[config.mk]
export PLATFORM = sky130hd
export DESIGN_NAME = debug_breakpoint_table_unit
export DESIGN_NICKNAME = d
export VERILOG_FILES = /design/src/rtl/dbt_pkg.sv /design/src/rtl/dbt_mem.sv /design/src/rtl/dbt_seq.sv /design/src/rtl/debug_breakpoint_table_unit.sv
export VERILOG_INCLUDE_DIRS = /design/src /design/src/rtl
export SDC_FILE = /design/constraint.sdc
export NUM_CORES = 1
export LEC_CHECK = 0
export ABC_AREA = 1
export ABC_CLOCK_PERIOD_IN_PS = 3700
export BUFFER_PORTS_ARGS = -buffer_cell sky130_fd_sc_hd__buf_4
export CAP_MARGIN = 10
export CORE_UTILIZATION = 46
export DETAILED_ROUTE_END_ITERATION = 7
export SLEW_MARGIN = 5
export SYNTH_ARGS = -nofsm -noshare
export SYNTH_HDL_FRONTEND = slang
export SYNTH_HIERARCHICAL = 1
export SYNTH_SLANG_ARGS = --single-unit
[constraint.sdc]
create_clock -name clock -period 3.7 [get_ports clock]
set_input_delay 0.555 -clock clock [delete_from_list [all_inputs] [get_ports clock]]
set_output_delay 0.555 -clock clock [all_outputs]
set_load 0.005 [all_outputs]
[src/rtl/debug_breakpoint_table_unit_assert.svh]
// Assertion macros for the breakpoint table unit.
`ifndef DEBUG_BREAKPOINT_TABLE_UNIT_ASSERT_SVH
`define DEBUG_BREAKPOINT_TABLE_UNIT_ASSERT_SVH

// Consequent checked in the same cycle as the antecedent.
`define DBT_ASSERT_SAME(label, clk, rst, ante, cons) \
   label: assert property (@(posedge clk) disable iff (rst) (ante) |-> (cons)) \
      else $error("breakpoint table: same-cycle check failed");

// Consequent checked in the cycle after the antecedent.
`define DBT_ASSERT_NEXT(label, clk, rst, ante, cons) \
   label: assert property (@(posedge clk) disable iff (rst) (ante) |=> (cons)) \
      else $error("breakpoint table: next-cycle check failed");

`endif

[src/rtl/dbt_pkg.sv]
package dbt_pkg;

   localparam int ENTRIES_DEFAULT = 8;

   localparam logic [1:0] OP_CHECK  = 2'd0;
   localparam logic [1:0] OP_TOGGLE = 2'd1;
   localparam logic [1:0] OP_WRITE  = 2'd2;
   localparam logic [1:0] OP_NOP    = 2'd3;

   localparam logic [2:0] KIND_NONE = 3'd0;
   localparam logic [2:0] KIND_EXEC = 3'd1;
   localparam logic [2:0] KIND_WMEM = 3'd2;

   localparam logic [2:0] CMP_EQ = 3'd0;
   localparam logic [2:0] CMP_NE = 3'd1;
   localparam logic [2:0] CMP_GT = 3'd2;
   localparam logic [2:0] CMP_LT = 3'd3;
   localparam logic [2:0] CMP_GE = 3'd4;
   localparam logic [2:0] CMP_LE = 3'd5;

   localparam logic [1:0] ACT_NONE    = 2'd0;
   localparam logic [1:0] ACT_ADDED   = 2'd1;
   localparam logic [1:0] ACT_REMOVED = 2'd2;

   typedef struct packed {
      logic [1:0]  opcode;
      logic [15:0] address;
      logic [2:0]  kind;
      logic [7:0]  mem_data;
      logic [2:0]  entry_index;
      logic [15:0] range_end;
      logic [7:0]  cmp_value;
      logic [7:0]  cmp_mask;
      logic [2:0]  cmp_op;
   } req_type;

   typedef struct packed {
      logic       hit;
      logic [2:0] hit_index;
      logic [1:0] toggle_action;
   } rsp_type;

   typedef struct packed {
      logic [15:0] start_addr;
      logic [15:0] end_addr;
      logic [7:0]  value;
      logic [7:0]  mask;
      logic [2:0]  op;
      logic [2:0]  kind;
   } entry_type;

   typedef struct packed {
      logic      en;
      logic      clear;
      entry_type data;
   } wr_cmd_type;

endpackage

[src/rtl/dbt_mem.sv]
module dbt_mem #(
   parameter int ENTRIES = dbt_pkg::ENTRIES_DEFAULT,
   localparam int IDX_W = (ENTRIES > 1) ? $clog2(ENTRIES) : 1
) (
   input  logic                 clock,
   input  logic                 reset,
   input  logic [IDX_W-1:0]     rd_idx,
   output dbt_pkg::entry_type   rd_entry,
   input  logic [IDX_W-1:0]     wr_idx,
   input  dbt_pkg::wr_cmd_type  wr_cmd
);

   dbt_pkg::entry_type mem [ENTRIES];
   logic [ENTRIES-1:0] valid_ff;
   dbt_pkg::entry_type rd_data_ff;
   logic               rd_valid_ff;

   // entries never written read back as kind none
   always_ff @(posedge clock) begin
      if (wr_cmd.en && !wr_cmd.clear) begin
         mem[wr_idx] <= wr_cmd.data;
      end
      rd_data_ff <= mem[rd_idx];
   end

   always_ff @(posedge clock) begin
      if (reset) begin
         valid_ff    <= '0;
         rd_valid_ff <= 1'b0;
      end else begin
         if (wr_cmd.en) begin
            valid_ff[wr_idx] <= !wr_cmd.clear;
         end
         rd_valid_ff <= valid_ff[rd_idx];
      end
   end

   assign rd_entry = rd_valid_ff ? rd_data_ff : '0;

endmodule

[src/rtl/dbt_seq.sv]
module dbt_seq #(
   parameter int ENTRIES = dbt_pkg::ENTRIES_DEFAULT,
   localparam int IDX_W = (ENTRIES > 1) ? $clog2(ENTRIES) : 1
) (
   input  logic                 clock,
   input  logic                 reset,
   input  logic                 in_valid,
   output logic                 in_ready,
   input  dbt_pkg::req_type     in_data,
   output logic                 out_valid,
   input  logic                 out_ready,
   output dbt_pkg::rsp_type     out_data,
   output logic [IDX_W-1:0]     rd_idx,
   input  dbt_pkg::entry_type   rd_entry,
   output logic [IDX_W-1:0]     wr_idx,
   output dbt_pkg::wr_cmd_type  wr_cmd
);

   typedef enum logic [1:0] {S_IDLE, S_START, S_SCAN, S_OUT} state_type;

   state_type          state_ff, state_in;
   dbt_pkg::req_type   req_ff, req_in;
   dbt_pkg::rsp_type   res_ff, res_in;
   logic [IDX_W-1:0]   eval_idx_ff, eval_idx_in;
   logic [IDX_W-1:0]   free_idx_ff, free_idx_in;
   logic               free_found_ff, free_found_in;
   logic               covers;
   logic               matched;
   logic               is_last;
   logic               cmp_ok;
   logic [7:0]         masked;

   function automatic logic cmp_byte(input logic [2:0] op, input logic [7:0] lhs,
                                     input logic [7:0] rhs);
      logic res;
      case (op)
         dbt_pkg::CMP_EQ: res = (lhs == rhs);
         dbt_pkg::CMP_NE: res = (lhs != rhs);
         dbt_pkg::CMP_GT: res = (lhs > rhs);
         dbt_pkg::CMP_LT: res = (lhs < rhs);
         dbt_pkg::CMP_GE: res = (lhs >= rhs);
         dbt_pkg::CMP_LE: res = (lhs <= rhs);
         default:         res = 1'b0;
      endcase
      return res;
   endfunction

   assign covers  = (req_ff.address >= rd_entry.start_addr) &&
                    (req_ff.address <= rd_entry.end_addr);
   assign matched = (rd_entry.kind == req_ff.kind) && covers;
   assign is_last = (eval_idx_ff == IDX_W'(ENTRIES - 1));
   assign masked  = req_ff.mem_data & rd_entry.mask;
   assign cmp_ok  = cmp_byte(rd_entry.op, masked, rd_entry.value);

   always_comb begin
      state_in      = state_ff;
      req_in        = req_ff;
      res_in        = res_ff;
      eval_idx_in   = eval_idx_ff;
      free_idx_in   = free_idx_ff;
      free_found_in = free_found_ff;
      rd_idx        = eval_idx_ff + 1'b1;
      wr_idx        = free_idx_ff;
      wr_cmd        = '0;
      out_valid     = 1'b0;

      unique case (state_ff)
         S_IDLE: begin
            if (in_valid) begin
               req_in        = in_data;
               res_in        = '0;
               free_found_in = 1'b0;
               eval_idx_in   = '0;
               state_in      = S_START;
            end
         end
         S_START: begin
            rd_idx      = '0;
            eval_idx_in = '0;
            unique case (req_ff.opcode)
               dbt_pkg::OP_CHECK: begin
                  state_in = (req_ff.kind == dbt_pkg::KIND_NONE) ? S_OUT : S_SCAN;
               end
               dbt_pkg::OP_TOGGLE: begin
                  state_in = S_SCAN;
               end
               dbt_pkg::OP_WRITE: begin
                  if (32'(req_ff.entry_index) < ENTRIES) begin
                     wr_cmd.en              = 1'b1;
                     wr_cmd.data.start_addr = req_ff.address;
                     wr_cmd.data.end_addr   = req_ff.range_end;
                     wr_cmd.data.value      = req_ff.cmp_value;
                     wr_cmd.data.mask       = req_ff.cmp_mask;
                     wr_cmd.data.op         = req_ff.cmp_op;
                     wr_cmd.data.kind       = req_ff.kind;
                     wr_idx                 = IDX_W'(req_ff.entry_index);
                  end
                  state_in = S_OUT;
               end
               dbt_pkg::OP_NOP: begin
                  state_in = S_OUT;
               end
            endcase
         end
         S_SCAN: begin
            eval_idx_in = eval_idx_ff + 1'b1;
            if (req_ff.opcode == dbt_pkg::OP_CHECK) begin
               if (matched) begin
                  res_in.hit = (req_ff.kind != dbt_pkg::KIND_WMEM) || cmp_ok;
                  res_in.hit_index = res_in.hit ? 3'(eval_idx_ff) : 3'd0;
                  state_in = S_OUT;
               end else if (is_last) begin
                  state_in = S_OUT;
               end
            end else begin
               if (rd_entry.kind == dbt_pkg::KIND_NONE && !free_found_ff) begin
                  free_found_in = 1'b1;
                  free_idx_in   = eval_idx_ff;
               end
               if (rd_entry.kind == dbt_pkg::KIND_EXEC && covers) begin
                  wr_cmd.en            = 1'b1;
                  wr_cmd.clear         = 1'b1;
                  wr_idx               = eval_idx_ff;
                  res_in.toggle_action = dbt_pkg::ACT_REMOVED;
                  state_in             = S_OUT;
               end else if (is_last) begin
                  if (free_found_in) begin
                     wr_cmd.en              = 1'b1;
                     wr_cmd.data.start_addr = req_ff.address;
                     wr_cmd.data.end_addr   = req_ff.address;
                     wr_cmd.data.kind       = dbt_pkg::KIND_EXEC;
                     wr_idx                 = free_idx_in;
                     res_in.toggle_action   = dbt_pkg::ACT_ADDED;
                  end
                  state_in = S_OUT;
               end
            end
         end
         S_OUT: begin
            out_valid = 1'b1;
            if (out_ready) begin
               state_in = S_IDLE;
            end
         end
      endcase
   end

   always_ff @(posedge clock) begin
      req_ff      <= req_in;
      res_ff      <= res_in;
      eval_idx_ff <= eval_idx_in;
      free_idx_ff <= free_idx_in;
      if (reset) begin
         state_ff      <= S_IDLE;
         free_found_ff <= 1'b0;
      end else begin
         state_ff      <= state_in;
         free_found_ff <= free_found_in;
      end
   end

   assign in_ready = (state_ff == S_IDLE);
   assign out_data = res_ff;

endmodule

[src/rtl/debug_breakpoint_table_unit.sv]
// Breakpoint and watchpoint table. One request beat is taken at a time: a
// check or toggle walks the table through its single read port, one entry per
// cycle, and a check stops at the first entry of its kind that covers the
// address. A table write, an unused opcode and a check of kind none skip the
// walk. A finished response sits in an output register, so the next request
// is taken while the previous response is still stalled. Table state is
// cleared by reset.
`include "debug_breakpoint_table_unit_assert.svh"

module debug_breakpoint_table_unit #(
   parameter int ENTRIES = dbt_pkg::ENTRIES_DEFAULT
) (
   input  logic              clock,
   input  logic              reset,
   input  logic              req_valid,
   output logic              req_stall,
   input  dbt_pkg::req_type  req_data,
   output logic              rsp_valid,
   input  logic              rsp_stall,
   output dbt_pkg::rsp_type  rsp_data
);

   localparam int IDX_W = (ENTRIES > 1) ? $clog2(ENTRIES) : 1;

   logic                 seq_ready;
   logic                 seq_out_valid;
   logic                 seq_out_ready;
   dbt_pkg::rsp_type     seq_out_data;
   logic [IDX_W-1:0]     rd_idx;
   dbt_pkg::entry_type   rd_entry;
   logic [IDX_W-1:0]     wr_idx;
   dbt_pkg::wr_cmd_type  wr_cmd;
   logic                 rsp_valid_ff;
   dbt_pkg::rsp_type     rsp_data_ff;

   dbt_seq #(.ENTRIES(ENTRIES)) u_seq (
      .clock     (clock),
      .reset     (reset),
      .in_valid  (req_valid),
      .in_ready  (seq_ready),
      .in_data   (req_data),
      .out_valid (seq_out_valid),
      .out_ready (seq_out_ready),
      .out_data  (seq_out_data),
      .rd_idx    (rd_idx),
      .rd_entry  (rd_entry),
      .wr_idx    (wr_idx),
      .wr_cmd    (wr_cmd)
   );

   dbt_mem #(.ENTRIES(ENTRIES)) u_mem (
      .clock    (clock),
      .reset    (reset),
      .rd_idx   (rd_idx),
      .rd_entry (rd_entry),
      .wr_idx   (wr_idx),
      .wr_cmd   (wr_cmd)
   );

   assign req_stall     = !seq_ready;
   assign seq_out_ready = !rsp_valid_ff || !rsp_stall;

   // response beat register
   always_ff @(posedge clock) begin
      if (seq_out_valid && seq_out_ready) begin
         rsp_data_ff <= seq_out_data;
      end
      if (reset) begin
         rsp_valid_ff <= 1'b0;
      end else if (seq_out_valid && seq_out_ready) begin
         rsp_valid_ff <= 1'b1;
      end else if (!rsp_stall) begin
         rsp_valid_ff <= 1'b0;
      end
   end

   assign rsp_valid = rsp_valid_ff;
   assign rsp_data  = rsp_data_ff;

   `DBT_ASSERT_NEXT(a_busy_after_accept, clock, reset, req_valid && !req_stall, req_stall)
   `DBT_ASSERT_SAME(a_index_needs_hit, clock, reset, rsp_valid && !rsp_data.hit, rsp_data.hit_index == 3'd0)
   `DBT_ASSERT_SAME(a_hit_not_toggle, clock, reset, seq_out_valid && seq_out_data.hit, seq_out_data.toggle_action == dbt_pkg::ACT_NONE)

endmodule
==> metrics.cfg, run 1 <==
[pwr]
peakVddDrop_uv = 432
powerDensity_nw_per_um2 = 652
power.static_leakage_nw = 11.5

[worst_setup_path]
start_kind = flip-flop
cpPeakStageDelay_ps = 1020
reg2regPathDepth = 12
path_depth = 12
path_cells = buf_4 > nand2_1 > inv_1 > inv_1 > ha_1 > a21oi_1 > o21ai_1 > a21oi_1 > nand2_4 > nand3_4 > nand2_2 > o21ai_0
required_ps = 3930
crit_fanout = 13
slowest_stage = o21ai_0
cp_top_family = compound AO/OA/AOI/OAI gates
criticalPathCategory = reg2reg
worstPathArrival_ps = 3660
crit_path_end_kind = flip-flop
worst-path-buf-inv = 3

[clock_tree]
clock_sinks = 584
clock_latency_ps = 640
post_cts_resized = 0
cts-root-buf = clkbuf_16
cts_hold_buffers = 0
path_clk_slew_ps = 70
cts_max_path_buffers = 3
post-cts-setup-buffers = 0
htree_levels = 2
cts_inserted_buffers = 59
cts_tree = built

[grt]
first_global_vias = 15663
grt_max_degree = 148
grt_pass1_wl_mm = 90.9
antenna_found_initial = 0
grt_usage_pct = 22.4
overflow = 0

[timing]
final.min_clock_period_ps = 3430
slew_headroom_pct = 16.5
rsz0062_at_grt = false
report.final.slew_viol_count = 0
finClkSkew_ps = 31.0
setup_viol = 0
fin_setup_tns_ps = 0
tightest_slew_ps = 1240
clock.fmax_mhz = 292
period_share_pct = 92.6
hold_violations = 0

[final_layout]
drive_gt1_share_pct = 11.3
fillCellCount = 4494
nets = 2468
syn_to_final_growth_pct = 14.8
n_antenna_cell = 0
final_util_pct = 53.4

[status]
status = complete, no violations

[logic_synthesis]
ys_warn_count = 6
synthesis.area_um2 = 24400
async_reset_ff_share_pct = 0
synth_ff_type = edfxtp_1
synth_edf_count = 517
syn_nets = 2372
avgSynthCellArea_um2 = 10.8
synth-seq-cells = 584
syn_inst = 2254
synth.distinct_cells = 35
seq_area_frac_synth_pct = 69.1

[floorplanning]
rows = 84
die-area_um2 = 53900
io_pins = 79
start_util_pct = 46.5
die_w_um = 232
core_um2 = 52400
die_height_um = 232

[route]
wl_per_cell_um = 19.3
antenna_left = 0
drt-pass1-iter-count = 6
dr_total_vias = 15950
routed_wl_mm = 59.7
vias_per_cell = 5.17
drcViolationCount = 0
drt-initial-drc-count = 1538

[hold_path]
min_path_type = in2reg
min_path_cells = 1

[place]
routabilityCongestion = 0.899
portBuffers = 78
hpwl_mm = 35.5

[run]
drv_cap = 0

==> area by class of cell <==
type	count	area [µm²]	area share [%]
flip-flops and latches	584	16900	60.2
multi-input cells	1388	6240	22.3
clock buffers	84	1680	6.00
repair buffers	139	1340	4.80
well taps	688	861	3.07
inverters	178	706	2.52
clock inverters	26	307	1.09
==> worst paths after layout <==
kind	to	slack [ps]	startpoint
worst max register to register	u_mem/mem[2][37]	270	u_mem/rd_valid_ff
worst min register to register	rsp_data[2]	430	u_seq/out_data[2]
worst max-delay path	u_mem/mem[2][37]	270	u_mem/rd_valid_ff
worst min-delay path	u_seq/req_ff[23]	100	req_data[23]
==> per-stage QoR <==
step | total power, mW | hold WS (ps) | setup slack [ps] | std cells | instance area (µm²)
finish | 18.3 | 96.0 | 273 | 3087 | 28000
global route | 19.2 | 65.2 | 27.4 | 3087 | 28000
CTS | 18.4 | 57.3 | 217 | 3087 | 28000
detailed placement | 12.4 | 411 | 227 | 2977 | 26000
global placement | 12.3 | 412 | 330 | 2977 | 26000
floorplan | 11.1 | 400 | 14.4 | 2254 | 24400
==> where the power goes <==
group / leakage, nW / total (mW) / switching [mW] / internal (mW)
Sequential: 5.95 / 7.83 / 0.208 / 7.62
Clock: 0.959 / 6.03 / 2.52 / 3.51
Combinational: 4.62 / 4.39 / 3.03 / 1.36
Total: 11.5 / 18.3 / 5.76 / 12.5
==> cell usage in the layout (no fill, tap or decap), drive strengths merged, types with 43 or more instances in the layout <==
master  Yosys  layout
edfxtp    517     517
nor2      514     514
nand2     468     468
o21ai     253     253
inv       177     167
buf        81     139
clkbuf     23      84
dfxtp      67      67
ha         47      47
nand3      43      43
==> Yosys cell counts, drive strengths merged (7+ instances only) <==
cell	instances	share of area, %
nand3	43	0.93
nand2	468	7.3
dfxtp	67	5.5
buf	81	2.3
o21ai	253	5.2
ha	47	2.4
a21oi	39	0.86
nand4	7	0.18
edfxtp	517	64
inv	177	2.7
nor2	514	8.1
clkbuf	23	0.36
==> sequential cells by signal, indices dropped and copies added, names as in the netlist, 2 cells and up <==
signal / count
u_seq/out_data: 6
u_seq/free_idx_ff: 3
u_seq/eval_idx_ff: 3
u_seq/state_ff: 2
u_mem/mem: 432
u_seq/req_ff: 67
rsp_data: 6
u_mem/valid_ff: 8
u_mem/rd_data_ff: 54
==> cells by family (layout without fill, tap and decap cells) <==
group                    Yosys count  after routing  synth area share (%)
AO/OA/AOI/OAI                    301            301                  6.31
buffers and inverters            282            427                  5.42
AND/OR/NAND/NOR                 1038           1038                  16.6
adder cells (fa/ha/maj)           47             47                  2.41
flip-flops                       584            584                  69.1
XOR/XNOR                           2              2                0.0718
==> metal layers <==
| layer | global-route usage, % | routed length, µm |
|---|---|---|
| met1 | 30.7 | 26700 |
| met3 | 2.70 | 2980 |
| met5 | 0 | 0 |
| met2 | 36.8 | 28400 |
| met4 | 8.16 | 1610 |
(Power assumes the default switching activity.)
==> run 2: changes to the inputs <==
Settings changed: SYNTH_HIERARCHICAL 1 to not set.
==> run 2 against run 1 <==
Net effect: sequential power increased by 3.1%; core utilization up 1.1 points; clock skew shrank 1.3 ps; register-to-register slack got worse by 20 ps; sequential share of layout area grew 2.6 points; via count is 9.5% lower; global-route usage fell by 1.1 points; total power grew 6.8%; critical path type unchanged; critical path depth increased by 2; hold slack lost 2.4 ps; sequential cell count did not move; highest routed layer unchanged.
==> metrics.cfg, run 2 <==
[final_layout]
drive_gt1_share_pct = 13.1  ; +1.7 points
registers.top_by_ff_count = u_mem.mem
reg.largest.list = u_mem.mem: 432 flops, u_seq.req_ff: 67 flops, u_mem.rd_data_ff: 54 flops
final_cell_mix = 517 x edfxtp_1, 370 x nand2_1, 177 x nor2_1, 141 x a21oi_1, 99 x buf_4
final_common_cell = edfxtp_1
fillCellCount = 4149  ; -7.7%
fin_area_um2 = 26800  ; -4.2%
syn_to_final_growth_pct = 16.0
nets = 2036  ; -18%
largest_reg_flops = 432  ; unchanged
n_antenna_cell = 0  ; unchanged
fin_cells = 2631  ; -15%

[clock_tree]
cts-root-buf = clkbuf_16
post_cts_resized = 0  ; unchanged
clock_latency_ps = 640  ; about the same
cts_tree = built
cts_hold_buffers = 0  ; unchanged
cts_max_path_buffers = 3  ; unchanged
post-cts-setup-buffers = 0  ; unchanged
clock_sinks = 584  ; unchanged
cts_inserted_buffers = 58  ; -1.7%
path_clk_slew_ps = 60  ; about the same
htree_levels = 2  ; unchanged

[worst_setup_path]
worstPathArrival_ps = 3760  ; +100 ps
crit_fanout = 34  ; +21
worst-path-buf-inv = 2  ; -1
cpPeakStageDelay_ps = 720  ; -300 ps
reg2regPathDepth = 14  ; +2
cp_top_family = simple AND/OR/NAND/NOR gates
criticalPathCategory = reg2reg
required_ps = 4010  ; +80 ps
slowest_stage = o21ai_0
start_kind = flip-flop
reg2reg_from = u_mem.rd_valid_ff
ff2ff_setup_slack_ps = 250  ; -20 ps
r2r_end = u_mem.mem[0][23]
path_cells = buf_12 > nand2_1 > ha_1 > nand2_1 > nor2_1 > nand2_1 > nand2_1 > nand2_1 > nand2_1 > nand2_2 > nand3_4 > nand2_1 > buf_4 > o21ai_0
crit_top_cell = nand2_1
crit_path_end_kind = flip-flop

[floorplanning]
core_um2 = 49300  ; -6.1%
die_height_um = 226  ; -2.6%
die-area_um2 = 51200  ; -5.1%
io_pins = 79  ; unchanged
die_w_um = 226  ; -2.6%
start_util_pct = 47.0  ; +0.47 points
rows = 81  ; -3.6%

[grt]
antenna_found_initial = 1  ; +1
grt_usage_pct = 21.4  ; -1.1 points
first_global_vias = 14303  ; -8.7%
overflow = 0  ; unchanged
grt_max_degree = 111  ; -25%
grt_pass1_wl_mm = 82.7  ; -9.1%

[hold_path]
whs_endpoint = u_seq.req_ff[15]
min_path_cells = 1  ; unchanged
hp-start = req_data[15]
min_path_type = in2reg

[route]
vias_per_cell = 5.49  ; +6.2%
dr_total_vias = 14432  ; -9.5%
wl_met3_mm = 3.07  ; +2.9%
antenna_left = 0  ; unchanged
route.met2.wl_mm = 25.4  ; -10%
met1Wirelength_mm = 24.1  ; -9.8%
drt-initial-drc-count = 1147  ; -25%
drt-pass1-iter-count = 5  ; -1
wl_per_cell_um = 20.4  ; +5.3%
drcViolationCount = 0  ; unchanged
routed_wl_mm = 53.6  ; -10%
routed.top_layer = met4

[logic_synthesis]
async_reset_ff_share_pct = 0  ; unchanged
syn_inst = 1843  ; -18%
synth_ff_type = edfxtp_1
synth.distinct_cells = 42  ; +20%
synth_most_common_cell = edfxtp_1
avgSynthCellArea_um2 = 12.6  ; +16%
ys_warn_count = 0  ; -6
syn_nets = 1961  ; -17%
synth_common_cells = 517 x edfxtp_1, 371 x nand2_1, 179 x nor2_1
yosys.area.top_type = edfxtp_1
synthDominantCellAreaShare_pct = 67.1  ; +3.4 points
synthesis.area_um2 = 23100  ; -5.1%
synth-seq-cells = 584  ; unchanged
synth_area_leaders = edfxtp_1 67%, nand2_1 6.0%, dfxtp_1 5.8%, a21oi_1 3.0%, nor2_1 2.9%
seq_area_frac_synth_pct = 72.9  ; +3.7 points
synth_edf_count = 517  ; unchanged

[timing]
rsz0062_at_grt = false
report.final.slew_viol_count = 0  ; unchanged
hold_violations = 0  ; unchanged
tightest_slew_ps = 925  ; -314 ps
final.min_clock_period_ps = 3450  ; +24.4 ps
setup_viol = 0  ; unchanged
period_share_pct = 93.3  ; +0.66 points
slew_headroom_pct = 37.6  ; +21 points
fin_setup_tns_ps = 0  ; unchanged
clock.fmax_mhz = 290  ; -0.71%
finClkSkew_ps = 29.7  ; -1.31 ps

[place]
dp.cells = 2522  ; -15%
routabilityCongestion = 0.840  ; -6.6%
hpwl_mm = 31.2  ; -12%
portBuffers = 78  ; unchanged
dpl_cell_area_um2 = 24800  ; -4.8%

[pwr]
power.static_leakage_nw = 9.63  ; -16%
powerDensity_nw_per_um2 = 727  ; +11%
peakVddDrop_uv = 454  ; +5.1%
p_total_mw = 19.5  ; +6.8%

[status]
status = complete, no violations

[run]
drv_cap = 0  ; unchanged

==> run 2: changes by cell type after synthesis, moves of 26 or more <==
cell	delta
nor2_1	-321
o21ai_1	-169
inv_1	-117
a21oi_1	+104
nand2_1	-92
clkbuf_1	+66
o221ai_1	+56
a31oi_1	+54
nand3_1	+45
buf_2	-41
buf_6	-26
==> run 2: where the power goes <==
part           internal [mW]  switching, mW  total, mW
Clock                   3.78           2.51       6.30
Sequential              7.79          0.280       8.07
Combinational           1.63           3.51       5.14
==> run 2: stage by stage <==
| stage | hold WS (ps) | worst slack (ps) | utilization [%] |
|---|---|---|---|
| 2_1_floorplan | 400 | 41.9 | - |
| 3_3_place_gp | 417 | 341 | 50.3 |
| 3_5_place_dp | 412 | 296 | 50.3 |
| 4_1_cts | 57.2 | 276 | 54.5 |
| 5_1_grt | 65.8 | 66.3 | 54.5 |
| 6_report | 93.6 | 249 | 54.5 |
==> run 2: layout make-up <==
cell class | instances | area [µm²] | area share (%)
Sequential cell | 584 | 16900 | 62.9
Multi-Input combinational cell | 1096 | 5660 | 21.1
Clock inverter | 28 | 425 | 1.59
Inverter | 60 | 267 | 0.993
Timing Repair Buffer | 118 | 1120 | 4.19
Tap cell | 664 | 831 | 3.10
Clock buffer | 81 | 1660 | 6.19
==> run 2: logic make-up after synthesis <==
group | share of synthesized area, %
and+or+nand+nor | 12.5
DFF | 72.9
AOI/OAI and AO/OA | 9.21
buffers and inverters | 2.71
adders and majority gates | 2.54
xor gates and xnor gates | 0.114
==> run 2: worst reg2reg max path, stage by stage (launching register included) <==
cell and delay, ps:
dfxtp_2 350, buf_12 190, nand2_1 90, ha_1 290, nand2_1 70, nor2_1 200, nand2_1 80, nand2_1 80
nand2_1 50, nand2_1 70, nand2_2 140, nand3_4 140, nand2_1 350, buf_4 310, o21ai_0 720
==> run 2: how the worst max path moves through the flow <==
stage | to | slack [ps] | depth (start not counted) | from
3_3_place_gp | u_mem.mem[5][27] | 340 | 13 | u_mem.rd_valid_ff
2_1_floorplan | u_mem.mem[4][0] | 40 | 19 | u_mem.rd_valid_ff
5_1_grt | u_mem.mem[0][23] | 70 | 14 | u_mem.rd_valid_ff
4_1_cts | u_mem.mem[1][23] | 280 | 14 | u_mem.rd_valid_ff
3_5_place_dp | u_mem.mem[0][23] | 300 | 14 | u_mem.rd_valid_ff
6_report | u_mem.mem[0][23] | 250 | 14 | u_mem.rd_valid_ff
==> run 2: routing by layer <==
metal  vias to the layer above  track usage [%]
met1                      7104             29.8
met3                        72             3.10
met5                         -                0
met2                       420             35.0
met4                         0             5.99
li1                       6836                -
